### src/hdl/tst_pkg.sv
// ----------------------------------------------------------------------------
// tst_pkg
// Shared types and constants for the topic subscription table.
// ----------------------------------------------------------------------------
package tst_pkg;

  localparam int unsigned NUM_SLOTS_DEF  = 32;
  localparam int unsigned TOPIC_BITS_DEF = 16;

  localparam int unsigned REQ_W      = 3;
  localparam int unsigned TOPIC_W    = 16;
  localparam int unsigned SLOT_ID_W  = 5;
  localparam int unsigned STATUS_W   = 3;
  localparam int unsigned SLOT_NUM_W = 5;
  localparam int unsigned TOTAL_W    = 6;
  localparam int unsigned CFG_W      = 6;
  localparam int unsigned CFG_IDX_W  = 2;

  localparam logic [CFG_IDX_W-1:0] REG_SLOTS_IN_USE = 2'd0;
  localparam logic [CFG_IDX_W-1:0] REG_MATCH_LIMIT  = 2'd1;

  localparam logic [CFG_W-1:0]   CFG_RESET_VAL = 6'd32;
  localparam logic [CFG_W-1:0]   MAX_MATCHES   = 6'd32;
  localparam logic [TOTAL_W-1:0] TOTAL_SAT     = 6'd63;

  typedef enum logic [REQ_W-1:0] {
    REQ_SUBSCRIBE = 3'd0,
    REQ_CANCEL    = 3'd1,
    REQ_QUERY     = 3'd2,
    REQ_MATCH     = 3'd3,
    REQ_COUNT     = 3'd4
  } req_e;

  typedef enum logic [STATUS_W-1:0] {
    ST_OK       = 3'd0,
    ST_FULL     = 3'd1,
    ST_RANGE    = 3'd2,
    ST_OVERFLOW = 3'd3,
    ST_NOTSUB   = 3'd4
  } status_e;

  typedef enum logic [2:0] {
    S_IDLE,
    S_LOOKUP,
    S_SCAN,
    S_REPLY,
    S_EMIT
  } tst_state_e;

  typedef struct packed {
    logic load;
    logic lookup;
    logic scan;
    logic emit_init;
    logic emit_step;
    logic emit_load;
    logic reply_load;
  } tst_cmd_t;

  typedef struct packed {
    logic scan_done;
    logic emit_go;
    logic emit_hit;
    logic emit_last;
    logic out_free;
  } tst_sts_t;

endpackage

### src/hdl/tst_ctrl.sv
// ----------------------------------------------------------------------------
// tst_ctrl
// Request sequencer: accepts a request and steps the datapath through
// lookup, slot scan, reply and match emission.
// ----------------------------------------------------------------------------
module tst_ctrl (
  input  logic                           clk_i,
  input  logic                           rst_ni,
  input  logic                           in_valid_i,
  input  logic [tst_pkg::REQ_W-1:0]      req_type_i,
  output logic                           in_stall_o,
  input  tst_pkg::tst_sts_t              sts_i,
  output tst_pkg::tst_cmd_t              cmd_o
);
  import tst_pkg::*;

  tst_state_e state_q, state_d;
  req_e       req_in;

  assign req_in = req_e'(req_type_i);

  always_ff @(posedge clk_i or negedge rst_ni) begin
    if (!rst_ni) begin
      state_q <= S_IDLE;
    end else begin
      state_q <= state_d;
    end
  end

  always_comb begin
    state_d    = state_q;
    cmd_o      = '0;
    in_stall_o = 1'b1;
    unique case (state_q)
      S_IDLE: begin
        in_stall_o = 1'b0;
        if (in_valid_i) begin
          cmd_o.load = 1'b1;
          priority if (req_in == REQ_CANCEL || req_in == REQ_QUERY) begin
            state_d = S_LOOKUP;
          end else if (req_in == REQ_SUBSCRIBE || req_in == REQ_MATCH ||
                       req_in == REQ_COUNT) begin
            state_d = S_SCAN;
          end else begin
            state_d = S_IDLE;
          end
        end
      end
      S_LOOKUP: begin
        cmd_o.lookup = 1'b1;
        state_d      = S_REPLY;
      end
      S_SCAN: begin
        cmd_o.scan = 1'b1;
        if (sts_i.scan_done) begin
          if (sts_i.emit_go) begin
            cmd_o.emit_init = 1'b1;
            state_d         = S_EMIT;
          end else begin
            state_d = S_REPLY;
          end
        end
      end
      S_REPLY: begin
        if (sts_i.out_free) begin
          cmd_o.reply_load = 1'b1;
          state_d          = S_IDLE;
        end
      end
      S_EMIT: begin
        if (sts_i.emit_hit) begin
          if (sts_i.out_free) begin
            cmd_o.emit_load = 1'b1;
            if (sts_i.emit_last) begin
              state_d = S_IDLE;
            end
          end
        end else begin
          cmd_o.emit_step = 1'b1;
        end
      end
      default: begin
        state_d = S_IDLE;
      end
    endcase
  end

endmodule

### src/hdl/tst_datapath.sv
// ----------------------------------------------------------------------------
// tst_datapath
// Slot table storage, configuration registers, scan pipeline, hit vector and
// the output register.
// ----------------------------------------------------------------------------
module tst_datapath #(
  parameter int unsigned NUM_SLOTS  = tst_pkg::NUM_SLOTS_DEF,
  parameter int unsigned TOPIC_BITS = tst_pkg::TOPIC_BITS_DEF
) (
  input  logic                                clk_i,
  input  logic                                rst_ni,
  input  logic                                cfg_valid_i,
  input  logic [tst_pkg::CFG_IDX_W-1:0]       cfg_index_i,
  input  logic [tst_pkg::CFG_W-1:0]           cfg_data_i,
  input  logic [tst_pkg::REQ_W-1:0]           req_type_i,
  input  logic [tst_pkg::TOPIC_W-1:0]         topic_i,
  input  logic [tst_pkg::SLOT_ID_W-1:0]       slot_id_i,
  input  tst_pkg::tst_cmd_t                   cmd_i,
  output tst_pkg::tst_sts_t                   sts_o,
  output logic                                out_valid_o,
  input  logic                                out_stall_i,
  output logic [tst_pkg::STATUS_W-1:0]        status_o,
  output logic [tst_pkg::SLOT_NUM_W-1:0]      slot_number_o,
  output logic [tst_pkg::TOPIC_W-1:0]         slot_topic_out_o,
  output logic [tst_pkg::TOTAL_W-1:0]         total_o,
  output logic                                last_o
);
  import tst_pkg::*;

  localparam int unsigned IDXW = (NUM_SLOTS > 1) ? $clog2(NUM_SLOTS) : 1;
  localparam int unsigned CNTW = $clog2(NUM_SLOTS + 1);
  localparam int unsigned STW  = (TOPIC_BITS < TOPIC_W) ? TOPIC_BITS : TOPIC_W;

  // configuration
  logic [CFG_W-1:0] slots_in_use_q, match_limit_q;
  logic [31:0]      n_w;
  logic [CFG_W-1:0] lim;
  logic [CNTW-1:0]  n;

  // request
  req_e                 req_q;
  logic [STW-1:0]       tp_q;
  logic [SLOT_ID_W-1:0] id_q;
  logic [31:0]          id_w;
  logic [IDXW-1:0]      id_idx;
  logic                 id_in_range;

  // table
  logic [STW-1:0]       topic_mem [NUM_SLOTS];
  logic [NUM_SLOTS-1:0] used_q;

  // scan
  logic [CNTW-1:0]      ptr_q, k_q, cnt_q;
  logic [IDXW-1:0]      ptr_idx;
  logic                 ptr_lt_n;
  logic                 rd_vld_q, rd_used_q;
  logic [IDXW-1:0]      rd_idx_q, raddr;
  logic [STW-1:0]       rd_topic_q;
  logic                 mem_re;
  logic [NUM_SLOTS-1:0] hit_q;
  logic                 found_q;
  logic [IDXW-1:0]      first_q;
  logic                 rd_hit;

  // output
  logic                  out_valid_q;
  logic [STATUS_W-1:0]   status_q,  status_d;
  logic [SLOT_NUM_W-1:0] slot_q,    slot_d;
  logic [TOPIC_W-1:0]    otopic_q,  otopic_d;
  logic [TOTAL_W-1:0]    total_q,   total_d;
  logic                  last_q,    last_d;
  logic                  out_free;
  logic [TOTAL_W-1:0]    total_sat;
  logic [31:0]           tp_w, rdt_w, first_w, id_slot_w, ptr_w, cnt_w;

  // derived
  assign n_w  = (32'(slots_in_use_q) > NUM_SLOTS) ? NUM_SLOTS : 32'(slots_in_use_q);
  assign n    = n_w[CNTW-1:0];
  assign lim  = (match_limit_q > MAX_MATCHES) ? MAX_MATCHES : match_limit_q;

  assign id_w        = 32'(id_q);
  assign id_idx      = id_w[IDXW-1:0];
  assign id_in_range = id_w < 32'(n);

  assign ptr_idx  = ptr_q[IDXW-1:0];
  assign ptr_lt_n = ptr_q < n;
  assign mem_re   = cmd_i.lookup || (cmd_i.scan && ptr_lt_n);
  assign raddr    = cmd_i.lookup ? id_idx : ptr_idx;

  assign cnt_w     = 32'(cnt_q);
  assign total_sat = (cnt_w > 32'(TOTAL_SAT)) ? TOTAL_SAT : cnt_w[TOTAL_W-1:0];
  assign tp_w      = 32'(tp_q);
  assign rdt_w     = 32'(rd_topic_q);
  assign first_w   = 32'(first_q);
  assign id_slot_w = 32'(id_q);
  assign ptr_w     = 32'(ptr_q);

  assign rd_hit = rd_used_q &&
                  ((req_q == REQ_COUNT) || ((req_q == REQ_MATCH) && (rd_topic_q == tp_q)));

  assign out_free = !out_valid_q || !out_stall_i;

  assign sts_o.scan_done = !ptr_lt_n && !rd_vld_q;
  assign sts_o.emit_go   = (req_q == REQ_MATCH) && (cnt_q != '0) && (cnt_w <= 32'(lim));
  assign sts_o.emit_hit  = ptr_lt_n && hit_q[ptr_idx];
  assign sts_o.emit_last = (k_q + CNTW'(1)) == cnt_q;
  assign sts_o.out_free  = out_free;

  // configuration registers
  always_ff @(posedge clk_i or negedge rst_ni) begin
    if (!rst_ni) begin
      slots_in_use_q <= CFG_RESET_VAL;
      match_limit_q  <= CFG_RESET_VAL;
    end else if (cfg_valid_i) begin
      unique case (cfg_index_i)
        REG_SLOTS_IN_USE: slots_in_use_q <= cfg_data_i;
        REG_MATCH_LIMIT:  match_limit_q  <= cfg_data_i;
        default: ;
      endcase
    end
  end

  // request fields
  always_ff @(posedge clk_i) begin
    if (cmd_i.load) begin
      req_q <= req_e'(req_type_i);
      tp_q  <= topic_i[STW-1:0];
      id_q  <= slot_id_i;
    end
  end

  // topic memory, one write and one registered read port
  always_ff @(posedge clk_i) begin
    if (cmd_i.reply_load && req_q == REQ_SUBSCRIBE && found_q) begin
      topic_mem[first_q] <= tp_q;
    end
    if (mem_re) begin
      rd_topic_q <= topic_mem[raddr];
    end
  end

  always_ff @(posedge clk_i) begin
    if (mem_re) begin
      rd_used_q <= used_q[raddr];
      rd_idx_q  <= raddr;
    end
  end

  // slot occupancy
  always_ff @(posedge clk_i or negedge rst_ni) begin
    if (!rst_ni) begin
      used_q <= '0;
    end else if (cmd_i.reply_load) begin
      if (req_q == REQ_SUBSCRIBE && found_q) begin
        used_q[first_q] <= 1'b1;
      end else if (req_q == REQ_CANCEL && id_in_range && rd_used_q) begin
        used_q[id_idx] <= 1'b0;
      end
    end
  end

  // scan pointer, hit vector and counters
  always_ff @(posedge clk_i or negedge rst_ni) begin
    if (!rst_ni) begin
      ptr_q    <= '0;
      k_q      <= '0;
      cnt_q    <= '0;
      rd_vld_q <= 1'b0;
      hit_q    <= '0;
      found_q  <= 1'b0;
      first_q  <= '0;
    end else begin
      rd_vld_q <= cmd_i.scan && ptr_lt_n;
      if (cmd_i.load) begin
        ptr_q   <= '0;
        k_q     <= '0;
        cnt_q   <= '0;
        hit_q   <= '0;
        found_q <= 1'b0;
      end else if (cmd_i.emit_init) begin
        ptr_q <= '0;
        k_q   <= '0;
      end else if (cmd_i.emit_step) begin
        ptr_q <= ptr_q + CNTW'(1);
      end else if (cmd_i.emit_load) begin
        ptr_q <= ptr_q + CNTW'(1);
        k_q   <= k_q + CNTW'(1);
      end else if (cmd_i.scan && ptr_lt_n) begin
        ptr_q <= ptr_q + CNTW'(1);
      end
      if (rd_vld_q) begin
        if (rd_hit) begin
          hit_q[rd_idx_q] <= 1'b1;
          cnt_q           <= cnt_q + CNTW'(1);
        end
        if (req_q == REQ_SUBSCRIBE && !rd_used_q && !found_q) begin
          found_q <= 1'b1;
          first_q <= rd_idx_q;
        end
      end
    end
  end

  // result selection
  always_comb begin
    status_d = ST_OK;
    slot_d   = '0;
    otopic_d = '0;
    total_d  = '0;
    last_d   = 1'b1;
    if (cmd_i.emit_load) begin
      slot_d   = ptr_w[SLOT_NUM_W-1:0];
      otopic_d = tp_w[TOPIC_W-1:0];
      total_d  = total_sat;
      last_d   = sts_o.emit_last;
    end else begin
      unique case (req_q)
        REQ_SUBSCRIBE: begin
          if (found_q) begin
            slot_d   = first_w[SLOT_NUM_W-1:0];
            otopic_d = tp_w[TOPIC_W-1:0];
          end else begin
            status_d = ST_FULL;
          end
        end
        REQ_CANCEL, REQ_QUERY: begin
          if (!id_in_range) begin
            status_d = ST_RANGE;
          end else if (!rd_used_q) begin
            status_d = ST_NOTSUB;
            slot_d   = id_slot_w[SLOT_NUM_W-1:0];
          end else begin
            slot_d = id_slot_w[SLOT_NUM_W-1:0];
            if (req_q == REQ_QUERY) begin
              otopic_d = rdt_w[TOPIC_W-1:0];
            end
          end
        end
        REQ_MATCH: begin
          if (cnt_q != '0) begin
            status_d = ST_OVERFLOW;
            total_d  = total_sat;
          end
        end
        REQ_COUNT: begin
          total_d = total_sat;
        end
        default: ;
      endcase
    end
  end

  always_ff @(posedge clk_i or negedge rst_ni) begin
    if (!rst_ni) begin
      out_valid_q <= 1'b0;
    end else if (cmd_i.reply_load || cmd_i.emit_load) begin
      out_valid_q <= 1'b1;
    end else if (!out_stall_i) begin
      out_valid_q <= 1'b0;
    end
  end

  always_ff @(posedge clk_i) begin
    if (cmd_i.reply_load || cmd_i.emit_load) begin
      status_q <= status_d;
      slot_q   <= slot_d;
      otopic_q <= otopic_d;
      total_q  <= total_d;
      last_q   <= last_d;
    end
  end

  assign out_valid_o      = out_valid_q;
  assign status_o         = status_q;
  assign slot_number_o    = slot_q;
  assign slot_topic_out_o = otopic_q;
  assign total_o          = total_q;
  assign last_o           = last_q;

endmodule

### src/hdl/topic_subscription_table.sv
// ----------------------------------------------------------------------------
// topic_subscription_table
// Fixed slot table of topic subscriptions with subscribe, cancel, query,
// match and count requests.
// ----------------------------------------------------------------------------
// Usage:
//   Request channel (in_valid_i / in_stall_o) carries req_type_i, topic_i and
//   slot_id_i; a transaction completes when valid is high and stall is low.
//   Results leave on out_valid_o / out_stall_i, last_o marking the final one
//   of a request. Configuration writes use cfg_valid_i / cfg_ready_o with
//   cfg_index_i and cfg_data_i; they are taken at any time but are only
//   meaningful while the table is idle.
//   One request is worked on at a time. Cancel and query do one lookup read
//   of the addressed slot and then reply. Subscribe, match and count scan the
//   first n slots one per cycle through the topic memory read port, n being
//   slots_in_use capped at NUM_SLOTS. A match that lists its slots walks the
//   hit vector again, one slot per cycle, a hit slot waiting while the output
//   register is stalled.
//   Reset frees every slot and sets both registers to 32.
//   A stalled result holds in the output register; the next request is
//   accepted meanwhile, and its result waits until that register drains.
// ----------------------------------------------------------------------------
module topic_subscription_table #(
  parameter int unsigned NUM_SLOTS  = tst_pkg::NUM_SLOTS_DEF,
  parameter int unsigned TOPIC_BITS = tst_pkg::TOPIC_BITS_DEF
) (
  input  logic                              clk_i,
  input  logic                              rst_ni,
  input  logic                              cfg_valid_i,
  output logic                              cfg_ready_o,
  input  logic [tst_pkg::CFG_IDX_W-1:0]     cfg_index_i,
  input  logic [tst_pkg::CFG_W-1:0]         cfg_data_i,
  input  logic                              in_valid_i,
  output logic                              in_stall_o,
  input  logic [tst_pkg::REQ_W-1:0]         req_type_i,
  input  logic [tst_pkg::TOPIC_W-1:0]       topic_i,
  input  logic [tst_pkg::SLOT_ID_W-1:0]     slot_id_i,
  output logic                              out_valid_o,
  input  logic                              out_stall_i,
  output logic [tst_pkg::STATUS_W-1:0]      status_o,
  output logic [tst_pkg::SLOT_NUM_W-1:0]    slot_number_o,
  output logic [tst_pkg::TOPIC_W-1:0]       slot_topic_out_o,
  output logic [tst_pkg::TOTAL_W-1:0]       total_o,
  output logic                              last_o
);
  import tst_pkg::*;

  tst_cmd_t cmd;
  tst_sts_t sts;

  assign cfg_ready_o = 1'b1;

  tst_ctrl u_ctrl (
    .clk_i      (clk_i),
    .rst_ni     (rst_ni),
    .in_valid_i (in_valid_i),
    .req_type_i (req_type_i),
    .in_stall_o (in_stall_o),
    .sts_i      (sts),
    .cmd_o      (cmd)
  );

  tst_datapath #(
    .NUM_SLOTS  (NUM_SLOTS),
    .TOPIC_BITS (TOPIC_BITS)
  ) u_datapath (
    .clk_i            (clk_i),
    .rst_ni           (rst_ni),
    .cfg_valid_i      (cfg_valid_i),
    .cfg_index_i      (cfg_index_i),
    .cfg_data_i       (cfg_data_i),
    .req_type_i       (req_type_i),
    .topic_i          (topic_i),
    .slot_id_i        (slot_id_i),
    .cmd_i            (cmd),
    .sts_o            (sts),
    .out_valid_o      (out_valid_o),
    .out_stall_i      (out_stall_i),
    .status_o         (status_o),
    .slot_number_o    (slot_number_o),
    .slot_topic_out_o (slot_topic_out_o),
    .total_o          (total_o),
    .last_o           (last_o)
  );

  // a known request keeps the input side stalled on the next cycle
  assert property (@(posedge clk_i) disable iff (!rst_ni)
    (in_valid_i && !in_stall_o && req_type_i <= REQ_W'(REQ_COUNT)) |=> in_stall_o)
    else $error("request accepted while previous one still in progress");

  assert property (@(posedge clk_i) disable iff (!rst_ni)
    (out_valid_o && status_o == ST_OVERFLOW) |-> (last_o && total_o != '0))
    else $error("overflow result not final or without total");

  assert property (@(posedge clk_i) disable iff (!rst_ni)
    (out_valid_o && (status_o == ST_RANGE || status_o == ST_FULL)) |->
      (slot_number_o == '0 && total_o == '0 && slot_topic_out_o == '0 && last_o))
    else $error("error result carries payload");

  assert property (@(posedge clk_i) disable iff (!rst_ni)
    (out_valid_o && !last_o) |-> (status_o == ST_OK && total_o != '0))
    else $error("non-final result outside a match listing");

endmodule
### config.mk
export PLATFORM = sky130hd
export DESIGN_NAME = topic_subscription_table
export DESIGN_NICKNAME = d
export VERILOG_FILES = /design/src/hdl/tst_pkg.sv /design/src/hdl/tst_ctrl.sv /design/src/hdl/tst_datapath.sv /design/src/hdl/topic_subscription_table.sv
export SDC_FILE = /design/constraint.sdc
export NUM_CORES = 1
export LEC_CHECK = 0
export ABC_AREA = 1
export BUFFER_PORTS_ARGS = -buffer_cell sky130_fd_sc_hd__buf_2
export CORE_ASPECT_RATIO = 1.4
export CORE_UTILIZATION = 55
export DETAILED_ROUTE_END_ITERATION = 7
export GPL_TIMING_DRIVEN = 0
export HOLD_SLACK_MARGIN = 0.03
export PLACE_DENSITY = 0.71
export SLEW_MARGIN = 25
export SYNTH_ARGS = -nofsm -noshare
export SYNTH_HDL_FRONTEND = slang
export SYNTH_SLANG_ARGS = --single-unit
### constraint.sdc
create_clock -name clk_i -period 4.6 [get_ports clk_i]
set_clock_uncertainty 0.05 [all_clocks]
set_input_delay 0.46 -clock clk_i [delete_from_list [all_inputs] [get_ports clk_i]]
set_output_delay 0.46 -clock clk_i [all_outputs]
set_load 0.02 [all_outputs]
==> metrics <==
row count=101; hold_buf cts=25; share of layout cells above drive strength 1=0.114; Hold Path Class=in2reg; final worst slack=0.955 ns; final critical-path share of the clock period=0.792; Crit Path Category=reg2reg; drt first pass iters=6; reg2reg end=u_datapath.rd_topic_q[9]; CTS resizes=0; Int Pwr=0.0131 W; Comb pwr share=0.397; final setup TNS=0 ns; required time worst endpoint=approximately 4.9 ns; mapped cell area=approximately 30000 sq um; Synth cell types=39; DRT antenna net count=0; Leak=12.5 nW; post-CTS setup buffers=0; CTS tree=built; Max VDD drop=roughly 0.00038 V; Hold Path Origin=cfg_data_i[5]; H-tree Lvls=3; final WL=around 96000 microns; starting DRC count in detailed routing=2749; reg2reg start=u_ctrl.state_q[2]; Slew headroom=0.337; Die W=~200 microns; Arr. time, crit path=~4 ns; clock latency on the worst-skew pair=0.62 ns; Synth async-reset ratio=0.151; DIE AREA=around 56000 sq um; GRT Util Overall=0.349; Root Buffer=clkbuf_16; syn avg cell area=about 11 sq um; clk sinks=between 600 and 700; Top FF cell, synth=edfxtp_1; hold path cells=3; clock power share=0.247; via count=roughly 23000; CP Capture Type=register; Fill cells=about 4200; Chip Height=approximately 280 microns; DPL Wire Length=67200 microns; global route total overflow=0; Worst R2R Setup Slack=0.95 ns; min Tclk post-route=around 3.6 ns; fmax=274 MHz; RSZ-0062 raised after global routing=false; final hold violations=0; Slew @ Worst Pin=0.991 ns; synthesized net count=2799; synthesized instance count=2743; sequential area share after synthesis=0.676; max cap viols=0; Sequential Power Share=0.355; vias per std cell=approximately 6; Post-synth EDFFs=about 590; detailed-route wire length per cell=around 26 microns; DRC Markers=0; fin nets=between 3000 and 4000; pre-CTS setup slack=1.23 ns; PwrDens=~650 nW/um^2; Worst Hold End=u_datapath.slots_in_use_q[5]; global-route wire length before repair=around 140000 microns; final-report max-slew violation count=0; Synth-to-Final Area Change=15.1%; initial antenna violation count=2; Clock transition at path regs=0.07 ns; YS warnings=0; I/O pin count=between 70 and 80; final setup vio count=0; Tot Pwr=about 0.022 W; deepest clock path buffer count=3; pin count of the biggest net entering global routing=between 60 and 70; n_diodes=0; switch share=0.418; Critical Path Source Type=register; Initial Util=0.556; worst-path fanout max=10; vias in the first global route=22600; Port Buffers=between 60 and 70; #FFs+latches synth=around 700; Final GP Congestion=between 1 and 1.5; switching pwr=0.00939 W; outcome=complete, no violations; total CTS buffers=66; core footprint=54100 sq um; path depth of the worst reg2reg path=10
## Yosys cell counts (2+ instances only)
| cell type | count | area, sq um |
|---|---|---|
| o21bai_1 | 11 | 82.6 |
| ha_1 | 19 | 238 |
| a21oi_1 | 27 | 135 |
| buf_6 | 13 | 146 |
| o21ai_0 | 389 | 1950 |
| o211ai_1 | 126 | 946 |
| o21ai_2 | 3 | 26.3 |
| nand3_1 | 180 | 901 |
| or2_2 | 3 | 18.8 |
| xnor2_1 | 8 | 70.1 |
| clkbuf_2 | 2 | 10.0 |
| nand2_1 | 393 | 1480 |
| dfrtp_1 | 103 | 2580 |
| xor2_1 | 13 | 114 |
| a22oi_1 | 28 | 210 |
| o21ai_1 | 44 | 220 |
| a31oi_1 | 8 | 50.1 |
| nor2_1 | 450 | 1690 |
| buf_2 | 57 | 285 |
| inv_1 | 136 | 510 |
| dfstp_2 | 2 | 52.6 |
| inv_2 | 3 | 11.3 |
| nor4_1 | 2 | 12.5 |
| nand4_1 | 12 | 75.1 |
| buf_4 | 4 | 30.0 |
| edfxtp_1 | 589 | 17700 |
| clkbuf_1 | 77 | 289 |
| clkinv_1 | 4 | 15.0 |
| o21ai_4 | 2 | 32.5 |
| nor3_1 | 26 | 130 |
## layer usage
layer  wire (microns)  vias to the layer above  track usage
met1            32400                    11000        0.391
li1                 -                    10100            -
met3             8840                      387       0.0724
met5               23                        -            0
met4             7920                        4        0.268
met2            46400                     1430        0.580
## placed cells by master, fill, tap and decap left out, drive strengths merged, types with 2 or more instances in the layout
master	n
o211ai	126
o21ai	438
nor2	450
nand2	394
a22oi	28
dlygate4sd3	25
buf	194
a31oi	8
clkbuf	165
dfstp	2
a21oi	27
or2	3
inv	141
o21bai	12
dfrtp	103
nand3	181
clkinv	29
nand4	12
nor4	2
xnor2	8
nor3	26
xor2	13
ha	19
bufinv	7
edfxtp	589
## flip-flops by register name (all words and copies together) (netlist names), 3 cells and up
register / cells
u_datapath.used_q: 32
u_datapath.rd_idx_q: 5
u_datapath.rd_topic_q: 16
u_datapath.req_q: 3
u_datapath.slot_topic_out_o: 16
u_datapath.k_q: 6
u_ctrl.state_q: 3
u_datapath.ptr_q: 6
u_datapath.tp_q: 16
u_datapath.total_o: 6
u_datapath.slots_in_use_q: 6
u_datapath.status_o: 3
u_datapath.hit_q: 32
u_datapath.cnt_q: 6
u_datapath.id_idx: 5
u_datapath.topic_mem: 512
u_datapath.slot_number_o: 5
u_datapath.match_limit_q: 6
u_datapath.first_q: 5
## metrics by stage
step / util / hold slack [ns] / std cells / instance area (sq um)
floorplan: - / 0.114 / 2743 / 30100
global placement: 0.579 / 0.416 / 3533 / 31300
detailed placement: 0.595 / 0.423 / 3584 / 32200
CTS: 0.640 / 0.0790 / 3729 / 34600
global route: 0.640 / 0.109 / 3729 / 34600
finish: 0.640 / 0.0912 / 3729 / 34600
## kinds of logic after synthesis
logic type	share of synthesized area
other cells	0.000125
fa+ha+maj	0.00791
xor+xnor	0.00687
simple gates	0.144
buf+inv	0.0431
compound gates	0.122
flops	0.676
## critical path, cell delays in order (launching register included)
cell and delay (ns):
dfrtp_1 0.42, inv_1 0.10, nand3_2 0.14, buf_6 0.19, o21ai_2 0.50, clkinv_1 0.51, clkbuf_1 0.51, nand3_1 0.28
nand2_1 0.08, nand2_1 0.37, nand2_1 0.19
## worst max path at each step
stage | slack [ns] | cells after the start | start | to
2_1_floorplan | 1.57 | 14 | u_datapath.slots_in_use_q[5] | u_datapath.last_o
3_3_place_gp | 0.03 | 4 | u_datapath.first_q[3] | u_datapath.topic_mem[13][11]
3_5_place_dp | 1.23 | 14 | u_datapath.slots_in_use_q[5] | u_datapath.slot_topic_out_o[13]
4_1_cts | 1.20 | 14 | u_datapath.slots_in_use_q[5] | u_datapath.slot_topic_out_o[10]
5_1_grt | 0.97 | 10 | u_ctrl.state_q[2] | u_datapath.rd_topic_q[9]
6_report | 0.95 | 10 | u_ctrl.state_q[2] | u_datapath.rd_topic_q[9]
## power by group through the flow
stage                     registers [W]  clock network [W]  logic, W
final                           0.00799            0.00556   0.00893
after global routing            0.00802            0.00580   0.00942
after CTS                       0.00797            0.00558   0.00854
after detailed placement        0.00809                  0   0.00847
after global placement          0.00833                  0   0.00793
after floorplan                 0.00811                  0   0.00488
## cell type report
cell class,instances,area [sq um],share of cell area
Sequential cell,694,20300,0.587
Multi-Input combinational cell,1753,8620,0.249
Clock buffer,86,1800,0.0520
Timing Repair Buffer,145,1300,0.0376
Tap cell,721,902,0.0261
Buffer,153,762,0.0220
Inverter,143,537,0.0155
Clock inverter,34,380,0.0110
Note: power is estimated with default switching activity, not from simulation.
